File: src/rtl/tlik_pkg.sv
// shared types, constants and the cordic angle table for the two-link arm solver
// no dependencies
package tlik_pkg;

  localparam int CordicSteps = 20;
  localparam int CordicIdxW = 5;

  typedef enum logic [1:0] {
    REQ_SOLVE  = 2'd0,
    REQ_COMMIT = 2'd1,
    REQ_LOAD   = 2'd2,
    REQ_NONE   = 2'd3
  } req_t;

  typedef enum logic [2:0] {
    CFG_UPPER_LEN   = 3'd0,
    CFG_FORE_LEN    = 3'd1,
    CFG_UPPER_RATIO = 3'd2,
    CFG_FORE_RATIO  = 3'd3,
    CFG_LIFT_RATIO  = 3'd4,
    CFG_HEIGHT_MIN  = 3'd5,
    CFG_HEIGHT_MAX  = 3'd6,
    CFG_UNUSED      = 3'd7
  } cfg_idx_t;

  // 90 degrees in 1/65536 deg
  localparam logic signed [27:0] QuarterTurn = 28'sd5898240;
  // 90 degrees in 1/256 deg
  localparam logic signed [17:0] QuarterDeg = 18'sd23040;

  // cordic vector word: inputs up to about 2^60, growth 1.65
  localparam int VecW = 64;

  typedef struct packed {
    logic start;
    logic signed [VecW-1:0] x;
    logic signed [VecW-1:0] y;
  } cordic_req_t;

  typedef struct packed {
    logic done;
    logic signed [17:0] angle;
  } cordic_rsp_t;

  function automatic logic [22:0] atan_entry(input logic [CordicIdxW-1:0] i);
    logic [22:0] r;
    case (i)
      5'd0: r = 23'd2949120;
      5'd1: r = 23'd1740967;
      5'd2: r = 23'd919879;
      5'd3: r = 23'd466945;
      5'd4: r = 23'd234379;
      5'd5: r = 23'd117304;
      5'd6: r = 23'd58666;
      5'd7: r = 23'd29335;
      5'd8: r = 23'd14668;
      5'd9: r = 23'd7334;
      5'd10: r = 23'd3667;
      5'd11: r = 23'd1833;
      5'd12: r = 23'd917;
      5'd13: r = 23'd458;
      5'd14: r = 23'd229;
      5'd15: r = 23'd115;
      5'd16: r = 23'd57;
      5'd17: r = 23'd29;
      5'd18: r = 23'd14;
      5'd19: r = 23'd7;
      default: r = 23'd0;
    endcase
    return r;
  endfunction

endpackage

File: src/rtl/tlik_cordic.sv
// vectoring cordic, one micro-rotation per cycle, angle in 1/256 deg rounded
// depends on tlik_pkg
module tlik_cordic (
  input  logic               clk,
  input  logic               rst_n,
  input  tlik_pkg::cordic_req_t req,
  output tlik_pkg::cordic_rsp_t rsp
);
  import tlik_pkg::*;

  logic signed [VecW:0] x_r, y_r;
  logic signed [27:0] z_r;
  logic [CordicIdxW-1:0] i_r;
  logic busy_r, done_r;
  logic signed [VecW:0] dx, dy;
  logic signed [27:0] tab;
  logic signed [27:0] zr;
  logic signed [27:0] za;
  logic [19:0] zq;

  assign dx = y_r >>> i_r;
  assign dy = x_r >>> i_r;
  assign tab = 28'(signed'({1'b0, atan_entry(i_r)}));

  always_ff @(posedge clk) begin
    if (!rst_n) begin
      busy_r <= 1'b0;
      done_r <= 1'b0;
    end else begin
      done_r <= 1'b0;
      if (req.start) begin
        busy_r <= 1'b1;
      end else if (busy_r && i_r == 5'(CordicSteps - 1)) begin
        busy_r <= 1'b0;
        done_r <= 1'b1;
      end
    end
  end

  always_ff @(posedge clk) begin
    if (req.start) begin
      i_r <= '0;
      if (req.x < 0) begin
        x_r <= (VecW+1)'(req.y);
        y_r <= -(VecW+1)'(req.x);
        z_r <= QuarterTurn;
      end else begin
        x_r <= (VecW+1)'(req.x);
        y_r <= (VecW+1)'(req.y);
        z_r <= '0;
      end
    end else if (busy_r) begin
      i_r <= i_r + 5'd1;
      if (!y_r[VecW]) begin
        x_r <= x_r + dx;
        y_r <= y_r - dy;
        z_r <= z_r + tab;
      end else begin
        x_r <= x_r - dx;
        y_r <= y_r + dy;
        z_r <= z_r - tab;
      end
    end
  end

  // round half away from zero
  assign za = z_r[27] ? -z_r : z_r;
  assign zr = za + 28'sd128;
  assign zq = zr[27:8];

  always_comb begin
    rsp.done = done_r;
    rsp.angle = z_r[27] ? -18'(signed'(zq)) : 18'(signed'(zq));
  end

endmodule

File: config.mk
export PLATFORM = sky130hd
export DESIGN_NAME = tlik_cordic
export DESIGN_NICKNAME = d
export VERILOG_FILES = /design/src/rtl/tlik_pkg.sv /design/src/rtl/tlik_cordic.sv
export SDC_FILE = /design/constraint.sdc
export NUM_CORES = 1
export LEC_CHECK = 0
export ABC_AREA = 1
export BUFFER_PORTS_ARGS = -buffer_cell sky130_fd_sc_hd__buf_2
export CORE_MARGIN = 4
export CORE_UTILIZATION = 30
export CTS_CLUSTER_DIAMETER = 30
export CTS_CLUSTER_SIZE = 24
export DETAILED_ROUTE_END_ITERATION = 16
export HOLD_SLACK_MARGIN = 0.02
export PLACE_DENSITY = 0.46
export SLEW_MARGIN = 20
export SYNTH_ARGS = -nofsm -noshare
export SYNTH_HDL_FRONTEND = slang
export SYNTH_SLANG_ARGS = --single-unit
File: constraint.sdc
create_clock -name clk -period 5.13 [get_ports clk]
set_input_delay 0 -clock clk [delete_from_list [all_inputs] [get_ports clk]]
set_output_delay 0 -clock clk [all_outputs]
set_load 0.005 [all_outputs]
==> impl_metrics.toml <==
[status]
status = "finished with violations"
violations = "setup timing"

[cells_and_area]
layout_common_cells = "nand2_1, buf_4, nand3_1"
nFillCells = 12100
area_growth_pct = 56.6
nets = 8005
layout_commonest_cell = "nand2_1"
drive_above_1_share = 0.357

[sta]
fin_skew_ns = 0.0413
fin_crit_sh = 1.03
period_minus_slack_ns = 5.30
slew_violations = 0
rsz0062_at_grt = "yes"
fin_tns_setup_ns = -1.01
tightest_slew_ns = 1.43
layout_setup_ws_ns = -0.165
hold_viol_final = 0
finalSetupViolations = 17
slew-limit-headroom = 0.0353
max_freq_ghz = 0.189

[critical_path]
worstPathRequired_ns = 5.45
max_stage_delay_ns = 0.40
critPathLaunchType = "register"
reg2reg_depth = 32
crit_fanout = 18
timing.rr.start = "i_r[2]"
timing.rr.end = "y_r[31]"
critPathArrivalTime_ns = 5.62
critPathKind = "register to register"
ff2ff_setup_slack_ns = -0.17
cp_common_cell = "nor2_2"
cp_slowest_cell = "dfxtp_4"
crit_path_end_kind = "register"

[yosys]
syn_avg_cell_area_um2 = 5.59
synth-edff-count = 158
synth_cell_types = 66
synthCells = 6153
ys_warn_count = 0
synth_fp_nets = 6455
async_flop_share = 0
ys_seq_area_frac = 0.155
synth_ff_type = "edfxtp_1"
syn_area_um2 = 34400
synth_seq_cells = 187

[clock_network]
h-tree-depth = 4
cts.sinks = 187
clock_latency_ns = 0.59
cts_buffers = 17
clock_path_buffers = 2
clockRootBuffer = "clkbuf_16"
path_clk_slew_ns = 0.09
cts_tree = "built"

[route]
firstDrtPassIters = 7
wl_met2_um = 90800
avgRoutedWirePerCell_um = 22.9
num_vias = 48700
first_iter_violations = 4623
wl_met3_um = 17400
drc = 0
met1_length_um = 89900
ant_nets = 0
vias_per_cell = 5.29
drt-total-wl_um = 211000
dr.max_layer_used = "met5"

[die]
die-area_um2 = 120000
die_x_um = 347
top_level_ports = 150
initial_core_util = 0.304
coreArea_um2 = 113000
die_h_um = 347
rows = 123

[flow_run]
maxCapViolCount = 0

[place]
portBuffers = 149
place_congestion = 1.05
hpwl_um = 176000

[grt]
grt_pass1_vias = 45000
antenna_found_initial = 13
grt_max_degree = 109
grt_pass1_wl_um = 297000
grt.total_usage = 0.331
overflow = 0

[hold_path]
min_to = "x_r[58]"
min_from = "req[58]"
hold-path-cell-count = 3
hold_path_class = "primary input to register"
==> cells in the mapped netlist, types with 36 or more instances <==
library cell | n | area (um2)
clkbuf_1 | 84 | 315
a31oi_1 | 36 | 225
nand4_1 | 59 | 369
nor3_1 | 71 | 355
xnor2_1 | 75 | 657
buf_1 | 45 | 169
o21ai_1 | 51 | 255
nand3_1 | 912 | 4560
a21oi_1 | 439 | 2200
buf_2 | 82 | 410
nand2_1 | 1783 | 6690
nor2_2 | 38 | 238
inv_1 | 583 | 2190
xor2_1 | 122 | 1070
edfxtp_1 | 158 | 4740
ha_1 | 168 | 2100
nor2_1 | 645 | 2420
o21ai_0 | 392 | 1960
nand2_2 | 54 | 338
==> worst max-delay path, delay by kind of cell, from the launching register on <==
family                   cells  cell delay (ns)
buffers and inverters       11             1.39
flip-flops                   1             0.40
AND/OR/NAND/NOR             15             1.92
AO/OA/AOI/OAI                3             0.53
adder cells (fa/ha/maj)      1             0.30
XOR/XNOR                     2             0.47
==> flip-flops by register name, indices dropped and copies added, names as in the netlist <==
name and count:
busy_r 1, y_r 65, i_r 5, tab 22, x_r 65, z_r 28
done_r 1
==> layer usage <==
| metal | vias to the layer above | GRT usage |
|---|---|---|
| met4 | 8 | 0.171 |
| met5 | - | 0 |
| met3 | 361 | 0.0679 |
| li1 | 23700 | - |
| met2 | 2003 | 0.509 |
| met1 | 22700 | 0.438 |
==> kinds of logic (layout without fill, tap and decap cells) <==
group / count (synthesis) / count (layout) / share of synthesized area
AO/OA/AOI/OAI: 1082 / 1082 / 0.172
flip-flops: 187 / 187 / 0.155
XOR/XNOR: 197 / 197 / 0.0501
adder cells (fa/ha/maj): 171 / 171 / 0.0628
buffers and inverters: 845 / 2408 / 0.0995
AND/OR/NAND/NOR: 3671 / 3671 / 0.461
other: 0 / 4 / 0
==> what timing repair did <==
item                       4_1_cts  5_1_grt
hold buffers                    80        0
setup endpoints to repair       75       86
gates resized for setup        375      780
pin swaps                      117      251
hold endpoints to repair        63        0
gates cloned                     6        6
setup buffers                   49       74
==> worst max path at each step <==
stage,cells after the start,start,slack (ns),end
2_1_floorplan,4,req[128],0.60,x_r[0]
3_3_place_gp,28,i_r[0],-0.91,y_r[31]
3_5_place_dp,27,i_r[1],-0.86,y_r[31]
4_1_cts,35,i_r[0],-0.10,y_r[63]
5_1_grt,32,i_r[0],-0.31,y_r[58]
6_report,32,i_r[2],-0.17,y_r[31]
==> layout make-up <==
class,count,area [um2],share of cell area
diodes,4,10.0,0.000186
clock buffers,17,425,0.00789
clock inverters,15,138,0.00255
inverters,608,2310,0.0430
multi-input cells,5121,29900,0.555
flip-flops and latches,187,5340,0.0992
well taps,1500,1880,0.0348
repair buffers,1767,13800,0.257
repair inverters,1,8.76,0.000163
==> metrics by stage <==
step | setup WS [ns] | instance area, um2 | util | cells | hold slack, ns
finish | -0.165 | 53900 | 0.476 | 9220 | 0.0459
global route | -0.309 | 53900 | 0.476 | 9216 | 0.0402
CTS | -0.105 | 50300 | 0.444 | 9137 | 0.0209
detailed placement | -0.861 | 46900 | 0.415 | 8970 | 0.244
global placement | -0.911 | 46900 | 0.415 | 8970 | 0.242
floorplan | 0.601 | 34400 | - | 6153 | 0.112
Power is not shown: default switching activity piles up to over one toggle a cycle in this logic, so the estimate is an artifact.
