### config.mk
export PLATFORM = sky130hd
export DESIGN_NAME = tlik_isqrt
export DESIGN_NICKNAME = d
export VERILOG_FILES = /design/src/rtl/tlik_pkg.sv /design/src/rtl/tlik_isqrt.sv
export SDC_FILE = /design/constraint.sdc
export NUM_CORES = 1
export LEC_CHECK = 0
export ABC_AREA = 1
export BUFFER_PORTS_ARGS = -buffer_cell sky130_fd_sc_hd__buf_2
export CORE_MARGIN = 5
export CORE_UTILIZATION = 65
export CTS_BUF_LIST = sky130_fd_sc_hd__clkbuf_2
export DETAILED_ROUTE_END_ITERATION = 7
export PLACE_DENSITY = 0.88
export SLEW_MARGIN = 10
export SYNTH_ARGS = -nofsm -noshare
export SYNTH_HDL_FRONTEND = slang
export SYNTH_SLANG_ARGS = --single-unit
### constraint.sdc
create_clock -name clk -period 5 [get_ports clk]
set_clock_uncertainty 0.05 [all_clocks]
set_input_delay 0.5 -clock clk [delete_from_list [all_inputs] [get_ports clk]]
set_output_delay 0.5 -clock clk [all_outputs]
set_load 0.05 [all_outputs]
### src/rtl/tlik_pkg.sv
// shared types, constants and the cordic angle table for the two-link arm solver
// no dependencies
package tlik_pkg;

  localparam int CordicSteps = 20;
  localparam int CordicIdxW = 5;

  typedef enum logic [1:0] {
    REQ_SOLVE  = 2'd0,
    REQ_COMMIT = 2'd1,
    REQ_LOAD   = 2'd2,
    REQ_NONE   = 2'd3
  } req_t;

  typedef enum logic [2:0] {
    CFG_UPPER_LEN   = 3'd0,
    CFG_FORE_LEN    = 3'd1,
    CFG_UPPER_RATIO = 3'd2,
    CFG_FORE_RATIO  = 3'd3,
    CFG_LIFT_RATIO  = 3'd4,
    CFG_HEIGHT_MIN  = 3'd5,
    CFG_HEIGHT_MAX  = 3'd6,
    CFG_UNUSED      = 3'd7
  } cfg_idx_t;

  // 90 degrees in 1/65536 deg
  localparam logic signed [27:0] QuarterTurn = 28'sd5898240;
  // 90 degrees in 1/256 deg
  localparam logic signed [17:0] QuarterDeg = 18'sd23040;

  // cordic vector word: inputs up to about 2^60, growth 1.65
  localparam int VecW = 64;

  typedef struct packed {
    logic start;
    logic signed [VecW-1:0] x;
    logic signed [VecW-1:0] y;
  } cordic_req_t;

  typedef struct packed {
    logic done;
    logic signed [17:0] angle;
  } cordic_rsp_t;

  function automatic logic [22:0] atan_entry(input logic [CordicIdxW-1:0] i);
    logic [22:0] r;
    case (i)
      5'd0: r = 23'd2949120;
      5'd1: r = 23'd1740967;
      5'd2: r = 23'd919879;
      5'd3: r = 23'd466945;
      5'd4: r = 23'd234379;
      5'd5: r = 23'd117304;
      5'd6: r = 23'd58666;
      5'd7: r = 23'd29335;
      5'd8: r = 23'd14668;
      5'd9: r = 23'd7334;
      5'd10: r = 23'd3667;
      5'd11: r = 23'd1833;
      5'd12: r = 23'd917;
      5'd13: r = 23'd458;
      5'd14: r = 23'd229;
      5'd15: r = 23'd115;
      5'd16: r = 23'd57;
      5'd17: r = 23'd29;
      5'd18: r = 23'd14;
      5'd19: r = 23'd7;
      default: r = 23'd0;
    endcase
    return r;
  endfunction

endpackage

### src/rtl/tlik_isqrt.sv
// bit-pair floor square root, one result bit per cycle
// depends on tlik_pkg
module tlik_isqrt (
  input  logic        clk,
  input  logic        rst_n,
  input  logic        start,
  input  logic [61:0] radicand,
  output logic        done,
  output logic [30:0] root
);
  import tlik_pkg::*;

  logic [61:0] rem_r;
  logic [63:0] n_r;
  logic [30:0] q_r;
  logic [4:0] cnt_r;
  logic busy_r, done_r;
  logic [33:0] trial;
  logic [33:0] rem_sh;

  assign rem_sh = {rem_r[31:0], n_r[63:62]};
  assign trial = {1'b0, q_r, 2'b01};

  always_ff @(posedge clk) begin
    if (!rst_n) begin
      busy_r <= 1'b0;
      done_r <= 1'b0;
    end else begin
      done_r <= 1'b0;
      if (start) begin
        busy_r <= 1'b1;
      end else if (busy_r && cnt_r == 5'd31) begin
        busy_r <= 1'b0;
        done_r <= 1'b1;
      end
    end
  end

  always_ff @(posedge clk) begin
    if (start) begin
      n_r <= {2'b00, radicand};
      rem_r <= '0;
      q_r <= '0;
      cnt_r <= '0;
    end else if (busy_r) begin
      cnt_r <= cnt_r + 5'd1;
      n_r <= {n_r[61:0], 2'b00};
      if (rem_sh >= trial) begin
        rem_r <= 62'(rem_sh - trial);
        q_r <= {q_r[29:0], 1'b1};
      end else begin
        rem_r <= 62'(rem_sh);
        q_r <= {q_r[29:0], 1'b0};
      end
    end
  end

  assign done = done_r;
  assign root = q_r;

endmodule

==> results.cfg <==
[critical_path]
max_fanout_on_critical_path = 29
timing.reg2reg.setup_slack_ns = 1.84
critical_path.reg2reg.endpoint = rem_r[31]
worst-setup-path-type = reg -> reg
end_kind = register
reg2reg_depth = 15
timing.rr.start = root[15]
critical_path.startpoint_type = register
critical_path.slowest_cell = sky130_fd_sc_hd__nand2_2
cp_common_cell = sky130_fd_sc_hd__nand2_1
timing.critical_path.cells = inv_1, ha_1, nand2_1, nor2_1, nand2_1, inv_1, nand2_2, nand2_2, nand2_2, nand2_2, buf_4, nand2_1, nand2_1, nand2_1, nand2_1
critPathArrivalTime_ns = 3.80
crit_required_ns = 5.64
largest_stage_delay_on_the_critical_path_ns = 0.49

[synthesis]
ys_top_cells_by_area = sky130_fd_sc_hd__nand2_1 25%, sky130_fd_sc_hd__edfxtp_1 23%, sky130_fd_sc_hd__dfxtp_1 18%, sky130_fd_sc_hd__inv_1 7.3%, sky130_fd_sc_hd__ha_1 5.5%
postSynthRegisterBits = 134
synthesis.instances = 1131
count_of_different_cell_masters_after_synthesis = 34
ys_async_sr_fraction = 0
synth_fp_nets = 1231
synth_common_cells = 520 x sky130_fd_sc_hd__nand2_1, 154 x sky130_fd_sc_hd__inv_1, 72 x sky130_fd_sc_hd__dfxtp_1
top_flip_flop_cell_by_instance_count_after_synthesis = sky130_fd_sc_hd__dfxtp_1
mappedNetlistArea_sq_mm = 0.00794
syn_area_per_cell_sq_um = 7.02
synth.top_cell.area_share = 0.246
yosysMostFrequentCell = sky130_fd_sc_hd__nand2_1
synth_top_area_cell = sky130_fd_sc_hd__nand2_1
synth-warning-count = 0
synth-edff-count = 62
yosysSeqAreaShare = 0.416

[worst_hold_path]
hold_path_end = done
timing.hold.worst_path_depth = 3
min-delay-path-class = in -> reg
hold_path_startpoint = start

[grt]
largest_net_degree_at_the_start_of_global_routing = 80
gr-usage-all-layers = 0.324
total_congestion_overflow_after_global_routing = 0
initial_antenna_violation_count = 0
vias_in_the_first_global_route = 7782
wire_length_of_the_first_global_routing_pass_um = 37400

[place]
hpwlAfterDp_um = 13900
gp_congestion = 1.02
quantity_of_i_o_buffers_inserted_on_ports = 96

[drt]
vias = 7817
detail_route.drc_violations = 0
ant_nets = 0
viasPerCell = 5.43
drt_pre_antenna_iters = 8
detail_route.wl_per_cell_um = 15.8
totalWireLength_um = 22700
dr.first_iter.drc_count = 865

[floorplanning]
die_x_um = 120
core_area_sq_mm = 0.0120
floorplan.io_pins = 97
dieArea_sq_mm = 0.0145
fp.dieH_um = 120
core.rowCount = 40
initial_core_util = 0.661

[sta]
max_slew.worst_pin.slew_ns = 1.12
period_share = 0.632
final.hold.worst_slack_ns = 0.386
worst_case_headroom_to_the_max_slew_limit = 0.250
setup-violations-final = 0
unrepaired_setup_endpoints_after_global_routing = no
timing.final.crit_period_ns = 3.16
tns_ns = 0
finalHoldViolCount = 0
final_max_slew_viol_count = 0
achievable-frequency_mhz = 316

[run]
max-cap-violations = 0

[clocking]
cts-root-buf = sky130_fd_sc_hd__clkbuf_2
cts_hold_buf = 63
numCtsBuffers = 17
worst_setup_hold_path_clk_slew_ns = 0.22
post_cts_setup_bufs = 0
max-clock-path-buffers = 2
tritoncts = built
clock-sinks = 134
cts_resized = 0
worstSkewPairLatency_ns = 0.73
htree_levels = 4

[power_and_ir_drop]
p_per_area_mw_per_mm2 = 552
vdd_ir_drop_max_v = 0.000352
p_leak_nw = 4.95

[cells_and_area]
flow.area_growth_from_synthesis_pct = 17.7
post_route_cells_drive_above_1_share = 0.125
insertedDiodeCount = 0
finish.net_count = 1380

[outcome]
outcome = complete, no violations
-- registers in the layout, summed over array words and instances, names as in the netlist --
register and cells:
n_r 64, rem_r 32, busy_r 1, cnt_r 5
root 31, done 1
-- area by class of cell --
cell class                 count  area, sq um
sequential                   134         3300
fill                         851         2670
clock inverter                12          154
clock buffer                  20          100
inverter                     155          583
timing repair buffer         165         1160
tap                          147          184
multi-input combinational    807         3860
-- per-layer routing --
metal | share of wire | vias to the layer above | routed length [um] | GRT usage
met5 | 0 | - | 0 | 0
met4 | 0.040 | 0 | 905 | 0.142
met3 | 0.087 | 78 | 1980 | 0.0842
met2 | 0.48 | 390 | 10800 | 0.548
met1 | 0.40 | 3506 | 8960 | 0.391
li1 | - | 3843 | - | -
-- worst max-delay path by stage --
stage          startpoint   endpoint  cells past startpoint
2_1_floorplan       start     n_r[0]                      3
3_5_place_dp      root[3]  rem_r[31]                     17
4_1_cts           root[3]  rem_r[31]                     17
6_report         root[15]  rem_r[31]                     15
3_3_place_gp     root[14]  rem_r[25]                     15
5_1_grt          root[15]  rem_r[30]                     15
-- metrics by stage --
step	cell area [sq um]	power, mW	util	instances	worst slack [ns]
2_1_floorplan	7940	3.76	-	1131	1.87
3_3_place_gp	8460	4.31	0.704	1345	2.01
3_5_place_dp	8460	4.34	0.704	1345	1.89
4_1_cts	9340	5.08	0.778	1440	1.87
5_1_grt	9340	5.62	0.778	1440	1.59
6_report	9340	5.16	0.778	1440	1.84
-- logic make-up (layout without fill, tap and decap cells) --
group,Yosys count,after routing,share of synthesized area
flops,134,134,0.416
fa+ha+maj,35,35,0.0552
simple gates,688,688,0.364
buf+inv,190,352,0.0979
xor+xnor,14,14,0.0155
compound gates,70,70,0.0516
-- where the power goes --
part	switching (mW)	internal, mW
Sequential	0.0811	1.29
Combinational	2.05	1.02
Clock	0.427	0.285
-- worst max-delay path, delay by kind of cell (launching register included) --
| family | cells | cell delay, ns |
|---|---|---|
| adders and majority gates | 1 | 0.35 |
| buffers and inverters | 3 | 0.46 |
| DFF | 1 | 0.37 |
| and+or+nand+nor | 11 | 1.89 |
-- cell usage in the layout, fill, tap and decap left out, types with 2 or more instances in the layout --
cell type,synthesis,routed
sky130_fd_sc_hd__a21oi_1,21,21
sky130_fd_sc_hd__a22o_1,2,2
sky130_fd_sc_hd__and2_1,2,2
sky130_fd_sc_hd__buf_2,3,96
sky130_fd_sc_hd__buf_4,2,6
sky130_fd_sc_hd__bufinv_16,0,3
sky130_fd_sc_hd__clkbuf_2,0,20
sky130_fd_sc_hd__clkinv_2,0,3
sky130_fd_sc_hd__clkinv_4,0,3
sky130_fd_sc_hd__clkinvlp_4,0,2
sky130_fd_sc_hd__dfxtp_1,72,72
sky130_fd_sc_hd__dlygate4sd3_1,0,63
sky130_fd_sc_hd__edfxtp_1,62,62
sky130_fd_sc_hd__ha_1,35,35
sky130_fd_sc_hd__inv_1,154,153
sky130_fd_sc_hd__nand2_1,520,520
sky130_fd_sc_hd__nand2_2,11,11
sky130_fd_sc_hd__nand3_1,56,56
sky130_fd_sc_hd__nand3_2,3,3
sky130_fd_sc_hd__nand3b_1,29,29
sky130_fd_sc_hd__nand4_1,5,5
sky130_fd_sc_hd__nor2_1,43,41
sky130_fd_sc_hd__nor2_2,7,9
sky130_fd_sc_hd__nor3_1,7,7
sky130_fd_sc_hd__o21ai_0,11,11
sky130_fd_sc_hd__o21bai_1,4,4
sky130_fd_sc_hd__o22ai_1,30,30
sky130_fd_sc_hd__xnor2_1,11,11
sky130_fd_sc_hd__xor2_1,3,3
(Power assumes the default switching activity.)
